--- src/design/nbf_pkg.sv ---
// ----------------------------------------------------------------------------
// nbf_pkg: shared definitions for the notch biquad filter
// Default widths of samples and fractions, and the register map codes.
// ----------------------------------------------------------------------------
package nbf_pkg;

  // Default sample width and number of fractional bits.
  localparam int unsigned SAMPLE_BITS_DEF = 16;
  localparam int unsigned FRAC_BITS_DEF   = 16;

  // Integer bits of the Q8.F coefficients.
  localparam int unsigned COEF_INT_BITS = 8;

  // Configuration data and address widths.
  localparam int unsigned APB_DATA_W = 32;
  localparam int unsigned APB_ADDR_W = 3;

  // Register index as decoded from the byte address.
  typedef enum logic {
    REG_ALPHA = 1'b0,
    REG_BETA  = 1'b1
  } reg_idx_e;

endpackage

--- src/design/nbf_mac.sv ---
// ----------------------------------------------------------------------------
// nbf_mac: shared multiply-accumulate unit
// Forms the filter numerator with one signed multiplier over five steps.
// ----------------------------------------------------------------------------
module nbf_mac #(
  parameter int unsigned SAMPLE_BITS = nbf_pkg::SAMPLE_BITS_DEF,
  parameter int unsigned FRAC_BITS   = nbf_pkg::FRAC_BITS_DEF
) (
  input  logic                                   clk_i,
  input  logic                                   rst_ni,
  input  logic                                   start_i,
  input  logic [FRAC_BITS+7:0]                   alpha_i,
  input  logic [FRAC_BITS+7:0]                   beta_i,
  input  logic signed [SAMPLE_BITS-1:0]          x0_i,
  input  logic signed [SAMPLE_BITS-1:0]          x1_i,
  input  logic signed [SAMPLE_BITS-1:0]          x2_i,
  input  logic signed [SAMPLE_BITS+FRAC_BITS-1:0] y1_i,
  input  logic signed [SAMPLE_BITS+FRAC_BITS-1:0] y2_i,
  output logic                                   done_o,
  output logic signed [2*FRAC_BITS+SAMPLE_BITS+11:0] acc_o
);

  localparam int unsigned COEF_BITS = FRAC_BITS + nbf_pkg::COEF_INT_BITS;
  localparam int unsigned HIST_BITS = SAMPLE_BITS + FRAC_BITS;
  localparam int unsigned CO_W      = COEF_BITS + 3;
  localparam int unsigned PROD_W    = CO_W + HIST_BITS;
  localparam int unsigned ACC_W     = PROD_W + 1;
  localparam logic signed [CO_W-1:0] EIGHT = CO_W'(8) <<< FRAC_BITS;

  typedef enum logic [2:0] {
    STEP_X0 = 3'd0,
    STEP_X1 = 3'd1,
    STEP_X2 = 3'd2,
    STEP_Y1 = 3'd3,
    STEP_Y2 = 3'd4
  } mac_step_e;

  logic                     busy_q, busy_d;
  mac_step_e                step_q, step_d;
  logic signed [CO_W-1:0]   opa_q, opa_d;
  logic signed [HIST_BITS-1:0] opb_q, opb_d;
  logic                     op_vld_q, op_last_q;
  logic signed [PROD_W-1:0] prod_q;
  logic                     prod_vld_q, prod_last_q;
  logic signed [ACC_W-1:0]  acc_q, acc_d;
  logic                     done_q;

  logic signed [CO_W-1:0]   coef_a, coef_am8x2, coef_bma;

  // Coefficient terms; the user must hold alpha and beta still while an item is in work (not enforced here).
  always_comb begin
    coef_a     = $signed({3'b000, alpha_i});
    coef_am8x2 = (coef_a - EIGHT) <<< 1;
    coef_bma   = $signed({3'b000, beta_i}) - coef_a;
  end

  // Step sequencer and operand selection.
  always_comb begin
    busy_d = busy_q;
    step_d = step_q;
    opa_d  = opa_q;
    opb_d  = opb_q;
    if (start_i) begin
      busy_d = 1'b1;
      step_d = STEP_X0;
    end else if (busy_q) begin
      unique case (step_q)
        STEP_X0: begin
          opa_d  = coef_a;
          opb_d  = $signed({x0_i, {FRAC_BITS{1'b0}}});
          step_d = STEP_X1;
        end
        STEP_X1: begin
          opa_d  = coef_am8x2;
          opb_d  = $signed({x1_i, {FRAC_BITS{1'b0}}});
          step_d = STEP_X2;
        end
        STEP_X2: begin
          opa_d  = coef_a;
          opb_d  = $signed({x2_i, {FRAC_BITS{1'b0}}});
          step_d = STEP_Y1;
        end
        STEP_Y1: begin
          opa_d  = -coef_am8x2;
          opb_d  = y1_i;
          step_d = STEP_Y2;
        end
        STEP_Y2: begin
          opa_d  = coef_bma;
          opb_d  = y2_i;
          busy_d = 1'b0;
        end
        default: begin
          busy_d = 1'b0;
        end
      endcase
    end
  end

  // Accumulator: cleared on start, adds each registered product.
  always_comb begin
    acc_d = acc_q;
    if (start_i) begin
      acc_d = '0;
    end else if (prod_vld_q) begin
      acc_d = acc_q + ACC_W'(prod_q);
    end
  end

  // Control registers.
  always_ff @(posedge clk_i or negedge rst_ni) begin
    if (!rst_ni) begin
      busy_q      <= 1'b0;
      step_q      <= STEP_X0;
      op_vld_q    <= 1'b0;
      op_last_q   <= 1'b0;
      prod_vld_q  <= 1'b0;
      prod_last_q <= 1'b0;
      done_q      <= 1'b0;
    end else begin
      busy_q      <= busy_d;
      step_q      <= step_d;
      op_vld_q    <= busy_q && !start_i;
      op_last_q   <= busy_q && !start_i && (step_q == STEP_Y2);
      prod_vld_q  <= op_vld_q;
      prod_last_q <= op_last_q;
      done_q      <= prod_vld_q && prod_last_q;
    end
  end

  // Datapath registers: operands, product and sum.
  always_ff @(posedge clk_i) begin
    opa_q  <= opa_d;
    opb_q  <= opb_d;
    prod_q <= opa_q * opb_q;
    acc_q  <= acc_d;
  end

  assign done_o = done_q;
  assign acc_o  = acc_q;

endmodule

--- src/design/nbf_div.sv ---
// ----------------------------------------------------------------------------
// nbf_div: serial unsigned divider
// Restoring division that settles one quotient bit per cycle.
// ----------------------------------------------------------------------------
module nbf_div #(
  parameter int unsigned SAMPLE_BITS = nbf_pkg::SAMPLE_BITS_DEF,
  parameter int unsigned FRAC_BITS   = nbf_pkg::FRAC_BITS_DEF
) (
  input  logic                                 clk_i,
  input  logic                                 rst_ni,
  input  logic                                 start_i,
  input  logic [2*FRAC_BITS+SAMPLE_BITS+11:0]  dividend_i,
  input  logic [FRAC_BITS+8:0]                 divisor_i,
  output logic                                 done_o,
  output logic [2*FRAC_BITS+SAMPLE_BITS+11:0]  quotient_o
);

  localparam int unsigned DIV_W = 2 * FRAC_BITS + SAMPLE_BITS + 12;
  localparam int unsigned DEN_W = FRAC_BITS + 9;
  localparam int unsigned REM_W = DEN_W + 1;
  localparam int unsigned CNT_W = $clog2(DIV_W + 1);

  logic             busy_q, busy_d;
  logic [CNT_W-1:0] cnt_q, cnt_d;
  logic             done_q, done_d;
  logic [DIV_W-1:0] quo_q, quo_d;
  logic [REM_W-1:0] rem_q, rem_d;
  logic [REM_W-1:0] rem_sh;
  logic [REM_W:0]   diff;

  // One restoring step: shift in the next dividend bit and trial-subtract.
  always_comb begin
    rem_sh = {rem_q[REM_W-2:0], quo_q[DIV_W-1]};
    diff   = {1'b0, rem_sh} - {2'b00, divisor_i};
    busy_d = busy_q;
    cnt_d  = cnt_q;
    done_d = 1'b0;
    quo_d  = quo_q;
    rem_d  = rem_q;
    if (start_i) begin
      busy_d = 1'b1;
      cnt_d  = CNT_W'(DIV_W);
      quo_d  = dividend_i;
      rem_d  = '0;
    end else if (busy_q) begin
      rem_d = diff[REM_W] ? rem_sh : diff[REM_W-1:0];
      quo_d = {quo_q[DIV_W-2:0], !diff[REM_W]};
      cnt_d = cnt_q - CNT_W'(1);
      if (cnt_q == CNT_W'(1)) begin
        busy_d = 1'b0;
        done_d = 1'b1;
      end
    end
  end

  always_ff @(posedge clk_i or negedge rst_ni) begin
    if (!rst_ni) begin
      busy_q <= 1'b0;
      cnt_q  <= '0;
      done_q <= 1'b0;
    end else begin
      busy_q <= busy_d;
      cnt_q  <= cnt_d;
      done_q <= done_d;
    end
  end

  always_ff @(posedge clk_i) begin
    quo_q <= quo_d;
    rem_q <= rem_d;
  end

  assign done_o     = done_q;
  assign quotient_o = quo_q;

endmodule

--- src/design/notch_biquad_filter.sv ---
// Flow: an accepted sample passes the five-step shared multiply-accumulate, then the
// bit-serial divider (one quotient bit per cycle, 2*FRAC_BITS+SAMPLE_BITS+12 bits),
// then the finish state; the divider is skipped when a+b is 0. A new sample is
// accepted only after the last result enters the output register; the next one is taken
// while a finished result still waits, and a full output register holds the finish.
// Reset: asynchronous, active low; histories clear, alpha = 4.0, beta = 0.
// ----------------------------------------------------------------------------
// notch_biquad_filter: second-order IIR notch filter, fixed point
// Sequencer, coefficient registers, histories and output rounding.
// ----------------------------------------------------------------------------
module notch_biquad_filter #(
  parameter int unsigned SAMPLE_BITS = nbf_pkg::SAMPLE_BITS_DEF,
  parameter int unsigned FRAC_BITS   = nbf_pkg::FRAC_BITS_DEF
) (
  input  logic                                   clk_i,
  input  logic                                   rst_ni,
  // Input stream
  input  logic                                   s_axis_tvalid,
  output logic                                   s_axis_tready,
  // tdata: [SAMPLE_BITS-1:0] sample_in, zero padding above
  input  logic [((SAMPLE_BITS+7)/8)*8-1:0]       s_axis_tdata,
  // Output stream
  output logic                                   m_axis_tvalid,
  input  logic                                   m_axis_tready,
  // tdata: [SAMPLE_BITS-1:0] sample_out, zero padding above
  output logic [((SAMPLE_BITS+7)/8)*8-1:0]       m_axis_tdata,
  // tuser: [0] saturated
  output logic                                   m_axis_tuser,
  // Configuration port
  input  logic                                   psel,
  input  logic                                   penable,
  input  logic                                   pwrite,
  input  logic [nbf_pkg::APB_ADDR_W-1:0]         paddr,
  input  logic [nbf_pkg::APB_DATA_W-1:0]         pwdata,
  output logic [nbf_pkg::APB_DATA_W-1:0]         prdata,
  output logic                                   pready
);

  localparam int unsigned COEF_BITS = FRAC_BITS + nbf_pkg::COEF_INT_BITS;
  localparam int unsigned HIST_BITS = SAMPLE_BITS + FRAC_BITS;
  localparam int unsigned DIV_W     = 2 * FRAC_BITS + SAMPLE_BITS + 12;
  localparam int unsigned DEN_W     = COEF_BITS + 1;
  localparam int unsigned R_W       = DIV_W - FRAC_BITS;
  localparam int unsigned TD_W      = ((SAMPLE_BITS + 7) / 8) * 8;

  localparam logic [COEF_BITS-1:0] ALPHA_RST = COEF_BITS'(4) << FRAC_BITS;
  localparam logic [DIV_W-1:0] HALF_LSB = DIV_W'(1) << (FRAC_BITS - 1);
  localparam logic [R_W-1:0] SMAX_MAG =
    {{(R_W-SAMPLE_BITS+1){1'b0}}, {(SAMPLE_BITS-1){1'b1}}};
  localparam logic [R_W-1:0] SMIN_MAG =
    {{(R_W-SAMPLE_BITS){1'b0}}, 1'b1, {(SAMPLE_BITS-1){1'b0}}};
  localparam logic [DIV_W-1:0] HMAX_MAG =
    {{(DIV_W-HIST_BITS+1){1'b0}}, {(HIST_BITS-1){1'b1}}};
  localparam logic [DIV_W-1:0] HMIN_MAG =
    {{(DIV_W-HIST_BITS){1'b0}}, 1'b1, {(HIST_BITS-1){1'b0}}};

  typedef enum logic [3:0] {
    ST_IDLE = 4'b0001,
    ST_MAC  = 4'b0010,
    ST_DIV  = 4'b0100,
    ST_FIN  = 4'b1000
  } state_e;

  state_e state_q, state_d;

  logic [COEF_BITS-1:0]          alpha_q, beta_q;
  logic signed [SAMPLE_BITS-1:0] x0_q, x1_q, x2_q;
  logic signed [HIST_BITS-1:0]   y1_q, y2_q;
  logic                          neg_q, zero_q;
  logic                          m_valid_q;
  logic [SAMPLE_BITS-1:0]        m_sample_q, m_sample_d;
  logic                          m_sat_q, m_sat_d;

  logic                          s_xfer, m_free, cfg_wr, commit;
  logic [DEN_W-1:0]              den;
  logic [DEN_W-1:0]              den_half;
  logic                          mac_done, div_done;
  logic signed [DIV_W-1:0]       acc;
  logic [DIV_W-1:0]              dividend, quotient, q_eff, q_rnd;
  logic [R_W-1:0]                r_mag;
  logic signed [HIST_BITS-1:0]   y0;

  assign s_xfer = s_axis_tvalid && s_axis_tready;
  assign m_free = !m_valid_q || m_axis_tready;
  assign commit = (state_q == ST_FIN) && m_free;
  assign cfg_wr = psel && penable && pwrite && pready;
  assign den      = {1'b0, alpha_q} + {1'b0, beta_q};
  assign den_half = den >> 1;

  // Configuration registers; a write is decoded on the word address bit.
  always_ff @(posedge clk_i or negedge rst_ni) begin
    if (!rst_ni) begin
      alpha_q <= ALPHA_RST;
      beta_q  <= '0;
    end else if (cfg_wr) begin
      unique case (nbf_pkg::reg_idx_e'(paddr[2]))
        nbf_pkg::REG_ALPHA: alpha_q <= pwdata[COEF_BITS-1:0];
        nbf_pkg::REG_BETA:  beta_q  <= pwdata[COEF_BITS-1:0];
        default:            alpha_q <= alpha_q;
      endcase
    end
  end

  // Read back the addressed register.
  always_comb begin
    prdata = '0;
    unique case (nbf_pkg::reg_idx_e'(paddr[2]))
      nbf_pkg::REG_ALPHA: prdata = nbf_pkg::APB_DATA_W'(alpha_q);
      nbf_pkg::REG_BETA:  prdata = nbf_pkg::APB_DATA_W'(beta_q);
      default:            prdata = '0;
    endcase
  end
  assign pready = 1'b1;

  // Shared multiply-accumulate forms the numerator.
  nbf_mac #(
    .SAMPLE_BITS(SAMPLE_BITS),
    .FRAC_BITS  (FRAC_BITS)
  ) u_mac (
    .clk_i  (clk_i),
    .rst_ni (rst_ni),
    .start_i(s_xfer),
    .alpha_i(alpha_q),
    .beta_i (beta_q),
    .x0_i   (x0_q),
    .x1_i   (x1_q),
    .x2_i   (x2_q),
    .y1_i   (y1_q),
    .y2_i   (y2_q),
    .done_o (mac_done),
    .acc_o  (acc)
  );

  // Magnitude plus half the divisor, folded into one add or subtract.
  assign dividend = acc[DIV_W-1] ? (DIV_W'(den_half) - DIV_W'(acc))
                                 : (DIV_W'(acc) + DIV_W'(den_half));

  nbf_div #(
    .SAMPLE_BITS(SAMPLE_BITS),
    .FRAC_BITS  (FRAC_BITS)
  ) u_div (
    .clk_i     (clk_i),
    .rst_ni    (rst_ni),
    .start_i   ((state_q == ST_MAC) && mac_done && (den != '0)),
    .dividend_i(dividend),
    .divisor_i (den),
    .done_o    (div_done),
    .quotient_o(quotient)
  );

  // Sequencer.
  always_comb begin
    state_d = state_q;
    unique case (state_q)
      ST_IDLE: if (s_xfer) state_d = ST_MAC;
      ST_MAC: begin
        if (mac_done) state_d = (den == '0) ? ST_FIN : ST_DIV;
      end
      ST_DIV:  if (div_done) state_d = ST_FIN;
      ST_FIN:  if (m_free) state_d = ST_IDLE;
      default: state_d = ST_IDLE;
    endcase
  end

  assign s_axis_tready = (state_q == ST_IDLE);

  // Rounding to integer, saturation and the stored Q.F history value.
  always_comb begin
    q_eff = zero_q ? '0 : quotient;
    q_rnd = q_eff + HALF_LSB;
    r_mag = q_rnd[DIV_W-1:FRAC_BITS];
    m_sat_d    = 1'b0;
    m_sample_d = neg_q ? -r_mag[SAMPLE_BITS-1:0] : r_mag[SAMPLE_BITS-1:0];
    if (!neg_q && (r_mag > SMAX_MAG)) begin
      m_sat_d    = 1'b1;
      m_sample_d = {1'b0, {(SAMPLE_BITS-1){1'b1}}};
    end else if (neg_q && (r_mag > SMIN_MAG)) begin
      m_sat_d    = 1'b1;
      m_sample_d = {1'b1, {(SAMPLE_BITS-1){1'b0}}};
    end
    y0 = neg_q ? -$signed(q_eff[HIST_BITS-1:0]) : $signed(q_eff[HIST_BITS-1:0]);
    if (!neg_q && (q_eff > HMAX_MAG)) begin
      y0 = $signed({1'b0, {(HIST_BITS-1){1'b1}}});
    end else if (neg_q && (q_eff > HMIN_MAG)) begin
      y0 = $signed({1'b1, {(HIST_BITS-1){1'b0}}});
    end
  end

  // Control registers.
  always_ff @(posedge clk_i or negedge rst_ni) begin
    if (!rst_ni) begin
      state_q   <= ST_IDLE;
      m_valid_q <= 1'b0;
      x1_q      <= '0;
      x2_q      <= '0;
      y1_q      <= '0;
      y2_q      <= '0;
    end else begin
      state_q <= state_d;
      if (commit) begin
        m_valid_q <= 1'b1;
        x1_q      <= x0_q;
        x2_q      <= x1_q;
        y1_q      <= y0;
        y2_q      <= y1_q;
      end else if (m_axis_tready) begin
        m_valid_q <= 1'b0;
      end
    end
  end

  // Payload registers: current sample, numerator sign, result.
  always_ff @(posedge clk_i) begin
    if (s_xfer) begin
      x0_q <= $signed(s_axis_tdata[SAMPLE_BITS-1:0]);
    end
    if ((state_q == ST_MAC) && mac_done) begin
      neg_q  <= (den != '0) && acc[DIV_W-1];
      zero_q <= (den == '0);
    end
    if (commit) begin
      m_sample_q <= m_sample_d;
      m_sat_q    <= m_sat_d;
    end
  end

  assign m_axis_tvalid = m_valid_q;
  assign m_axis_tdata  = TD_W'(m_sample_q);
  assign m_axis_tuser  = m_sat_q;

endmodule
--- config.mk ---
export PLATFORM = sky130hd
export DESIGN_NAME = notch_biquad_filter
export DESIGN_NICKNAME = d
export VERILOG_FILES = /design/src/design/nbf_pkg.sv /design/src/design/nbf_mac.sv /design/src/design/nbf_div.sv /design/src/design/notch_biquad_filter.sv
export SDC_FILE = /design/constraint.sdc
export NUM_CORES = 2
export LEC_CHECK = 0
export BUFFER_PORTS_ARGS = -buffer_cell sky130_fd_sc_hd__buf_2
export CAP_MARGIN = 20
export CORE_ASPECT_RATIO = 2
export CORE_MARGIN = 2
export CORE_UTILIZATION = 23
export CTS_BUF_LIST = sky130_fd_sc_hd__clkbuf_8
export CTS_CLUSTER_SIZE = 30
export DETAILED_ROUTE_END_ITERATION = 8
export GPL_ROUTABILITY_DRIVEN = 0
export GPL_TIMING_DRIVEN = 0
export PLACE_DENSITY = 0.45
export SLEW_MARGIN = 20
export SYNTH_ARGS = -nofsm -noshare
export SYNTH_HDL_FRONTEND = slang
export SYNTH_SLANG_ARGS = --single-unit
--- constraint.sdc ---
create_clock -name clk_i -period 11.7 [get_ports clk_i]
set_input_delay 2.34 -clock clk_i [delete_from_list [all_inputs] [get_ports clk_i]]
set_output_delay 2.34 -clock clk_i [all_outputs]
set_load 0.01 [all_outputs]
==> impl_metrics.toml <==
[run_status]
status = "completed"

[die]
dieHeight_um = 742
ios = 110
row_count = 271
die_w_um = 373
die_area_um2 = 277000
core_um2 = 272000
start_util_pct = 23.1

[global_routing]
antenna_found_initial = 9
grt_pass1_vias = 52200
grt_max_degree = 87
grt_first_pass_wirelength_um = 354000
gr-usage-all-layers_pct = 17.2
grt.overflow.total = 0

[route]
via_per_inst = 4.69
route.vias.total = 51200
drtPass1Iterations = 8
drcViolationCount = 0
drt_iter0_markers = 4191
wl_um = 240000
ant_nets = 0
wire_per_inst_um = 22.0

[worst_setup_path]
critPathCaptureType = "flop"
crit_path_frequent_cell = "inv_1"
crit_required_ns = 12.31
path_max_fanout = 11
worst_setup_path_start_kind = "flop"
reg2reg_depth = 26
r2r_end = "u_mac.prod_q[58]"
crit_family = "adder cells"
crit_type = "flop to flop"
timing.rr.start = "u_mac.opb_q[31]"
arrival_ns = 11.36
critPathSlowestCell = "clkbuf_1"
ff2ff_setup_slack_ns = 0.96
critical_path_buf_inv_count = 9
cp_slowest_stage_delay_ns = 0.85

[sta]
finalMaxSlewViolations = 0
min_period_ns = 10.74
setup_tns_ns = 0
timing.fmax_mhz = 93.1
skew_ns = 0.0874
worst_pin_slew_ns = 1.25
setup_violations = 0
relSlewSlack_pct = 16.8
rsz0062_at_grt = "false"
period_share_pct = 91.8
timing.final.hold_violations = 0

[clock_tree]
cts_tree = "yes"
clockRootBuffer = "clkbuf_8"
cts-resized-gates = 0
cts_inserted_buffers = 87
clk-insertion-delay-late_ns = 0.82
post_cts_buffers = 0
postCtsHoldBufs = 0
cts.sinks = 464
clk_pin_slew_ns = 0.06
cts.htree.levels = 3
clockBufferDepth = 3

[yosys]
ys_seq_area_share_pct = 18.6
synth_area_leader_cell = "fa_1"
async_reset_ff_share_pct = 35.8
avgSynthCellArea_um2 = 8.85
synth_top_area_share_pct = 28.5
synth-edff-count = 154
ys_ff_latch = 464
ys_top_cells_by_area = "fa_1 28%, edfxtp_1 7.4%, ha_1 6.7%"
synth_warnings = 0
synth_cell_types = 101
syn-instance-count = 7079
synth_area_um2 = 62600
ys.flop_type = "dfrtp_1"

[placed_design]
port_buffers = 90
dp_hpwl_um = 196000

[cells_and_area]
nets = 8555
drive_gt1_share_pct = 6.06
synthToLayoutAreaGrowth_pct = 11.2

[hold_path]
hold_depth = 0
hold_path_class = "flop to flop"
min_from = "u_mac.op_vld_q"
min_to = "u_mac.prod_vld_q"

[run]
max_cap_viol_count = 0
## worst register-to-register path, stage by stage, from the launching register on
cell and delay [ns]:
edfxtp_1 0.73, clkbuf_1 0.85, nand2_1 0.36, inv_1 0.16, fa_1 0.59, fa_1 0.81
inv_1 0.12, fa_1 0.51, inv_1 0.06, ha_1 0.73, inv_1 0.60, fa_1 0.69
inv_1 0.05, fa_1 0.47, inv_1 0.05, fa_1 0.53, inv_1 0.04, ha_1 0.27
clkbuf_1 0.29, nand3_1 0.18, or4_1 0.52, or2_2 0.33, o211a_1 0.22, o41ai_1 0.74
a221o_1 0.26, a21oi_1 0.08, xnor2_1 0.31
## worst max-delay path by stage
stage / slack [ns] / startpoint / endpoint / cells past startpoint
2_1_floorplan: 3.57 / u_mac.opb_q[31] / u_mac.prod_q[58] / 26
3_3_place_gp: 1.06 / u_mac.opb_q[31] / u_mac.prod_q[58] / 26
3_5_place_dp: 1.02 / u_mac.opb_q[31] / u_mac.prod_q[58] / 26
4_1_cts: 0.96 / u_mac.opb_q[31] / u_mac.prod_q[58] / 26
5_1_grt: 0.45 / u_mac.opb_q[31] / u_mac.prod_q[58] / 26
6_report: 0.96 / u_mac.opb_q[31] / u_mac.prod_q[58] / 26
## cells in the mapped netlist, drive strengths merged, types with 154 or more instances
library cell  count
a21oi           312
and2            391
clkbuf          320
dfrtp           164
edfxtp          154
fa              891
ha              335
inv            1106
nand2           944
nor2            344
o21ai           242
xnor2           238
## stage by stage
| stage | cell area, µm² | utilization [%] | hold slack (ns) | worst slack (ns) | std cells |
|---|---|---|---|---|---|
| after detailed placement | 67700 | 24.9 | 0.350 | 1.02 | 10700 |
| after floorplan | 62700 | - | 0.331 | 3.57 | 7086 |
| final | 69700 | 25.6 | 0.319 | 0.956 | 10900 |
| after global routing | 69600 | 25.6 | 0.341 | 0.448 | 10900 |
| after global placement | 67600 | 24.9 | 0.339 | 1.06 | 10700 |
| after CTS | 69600 | 25.6 | 0.328 | 0.956 | 10900 |
## layout make-up
| type | count | area (µm²) |
|---|---|---|
| multi-input combinational | 5137 | 45300 |
| antenna | 7 | 17.5 |
| sequential | 464 | 11700 |
| clock inverter | 59 | 512 |
| buffer | 375 | 1560 |
| clock buffer | 102 | 1400 |
| fill | 29600 | 202000 |
| inverter | 1110 | 4170 |
| tap | 3549 | 4440 |
| timing repair buffer | 96 | 606 |
## registers in the layout, summed over array words and instances (netlist names), 24 cells and up
signal	count
alpha_q	24
y2_q	32
beta_q	24
u_mac.opa_q	27
u_div.quotient_o	60
u_div.rem_q	25
y1_q	32
u_mac.acc_o	60
u_mac.opb_q	32
u_mac.prod_q	59
## cell families after synthesis
logic type	after synthesis	share of synthesized area, %
AND/OR/NAND/NOR	2276	17.6
buffers and inverters	1485	9.12
adder cells (fa/ha/maj)	1226	35.2
AO/OA/AOI/OAI	1107	11.4
flip-flops	464	18.6
XOR/XNOR	320	4.49
multiplexers	199	3.57
other	2	0.0120
## per-layer routing
layer  global-route usage, %  share of wire, %
met5                       0                 0
met4                    9.23               6.2
met3                    1.96               5.1
met2                    27.0                45
met1                    23.0                44
## cell usage in the layout, fill, tap and decap left out, types with 105 or more instances in the layout
cell and count:
inv_1 1133, nand2_1 943, fa_1 891, and2_1 388, nor2_1 344, ha_1 335
a21oi_1 312, clkbuf_1 311, xnor2_1 237, o21ai_0 233, dfrtp_1 164, edfxtp_1 154
dfxtp_1 144, nand3_1 107, mux2_2 105
Power is not shown: default switching activity piles up to over one toggle a cycle in this logic, so the estimate is an artifact.
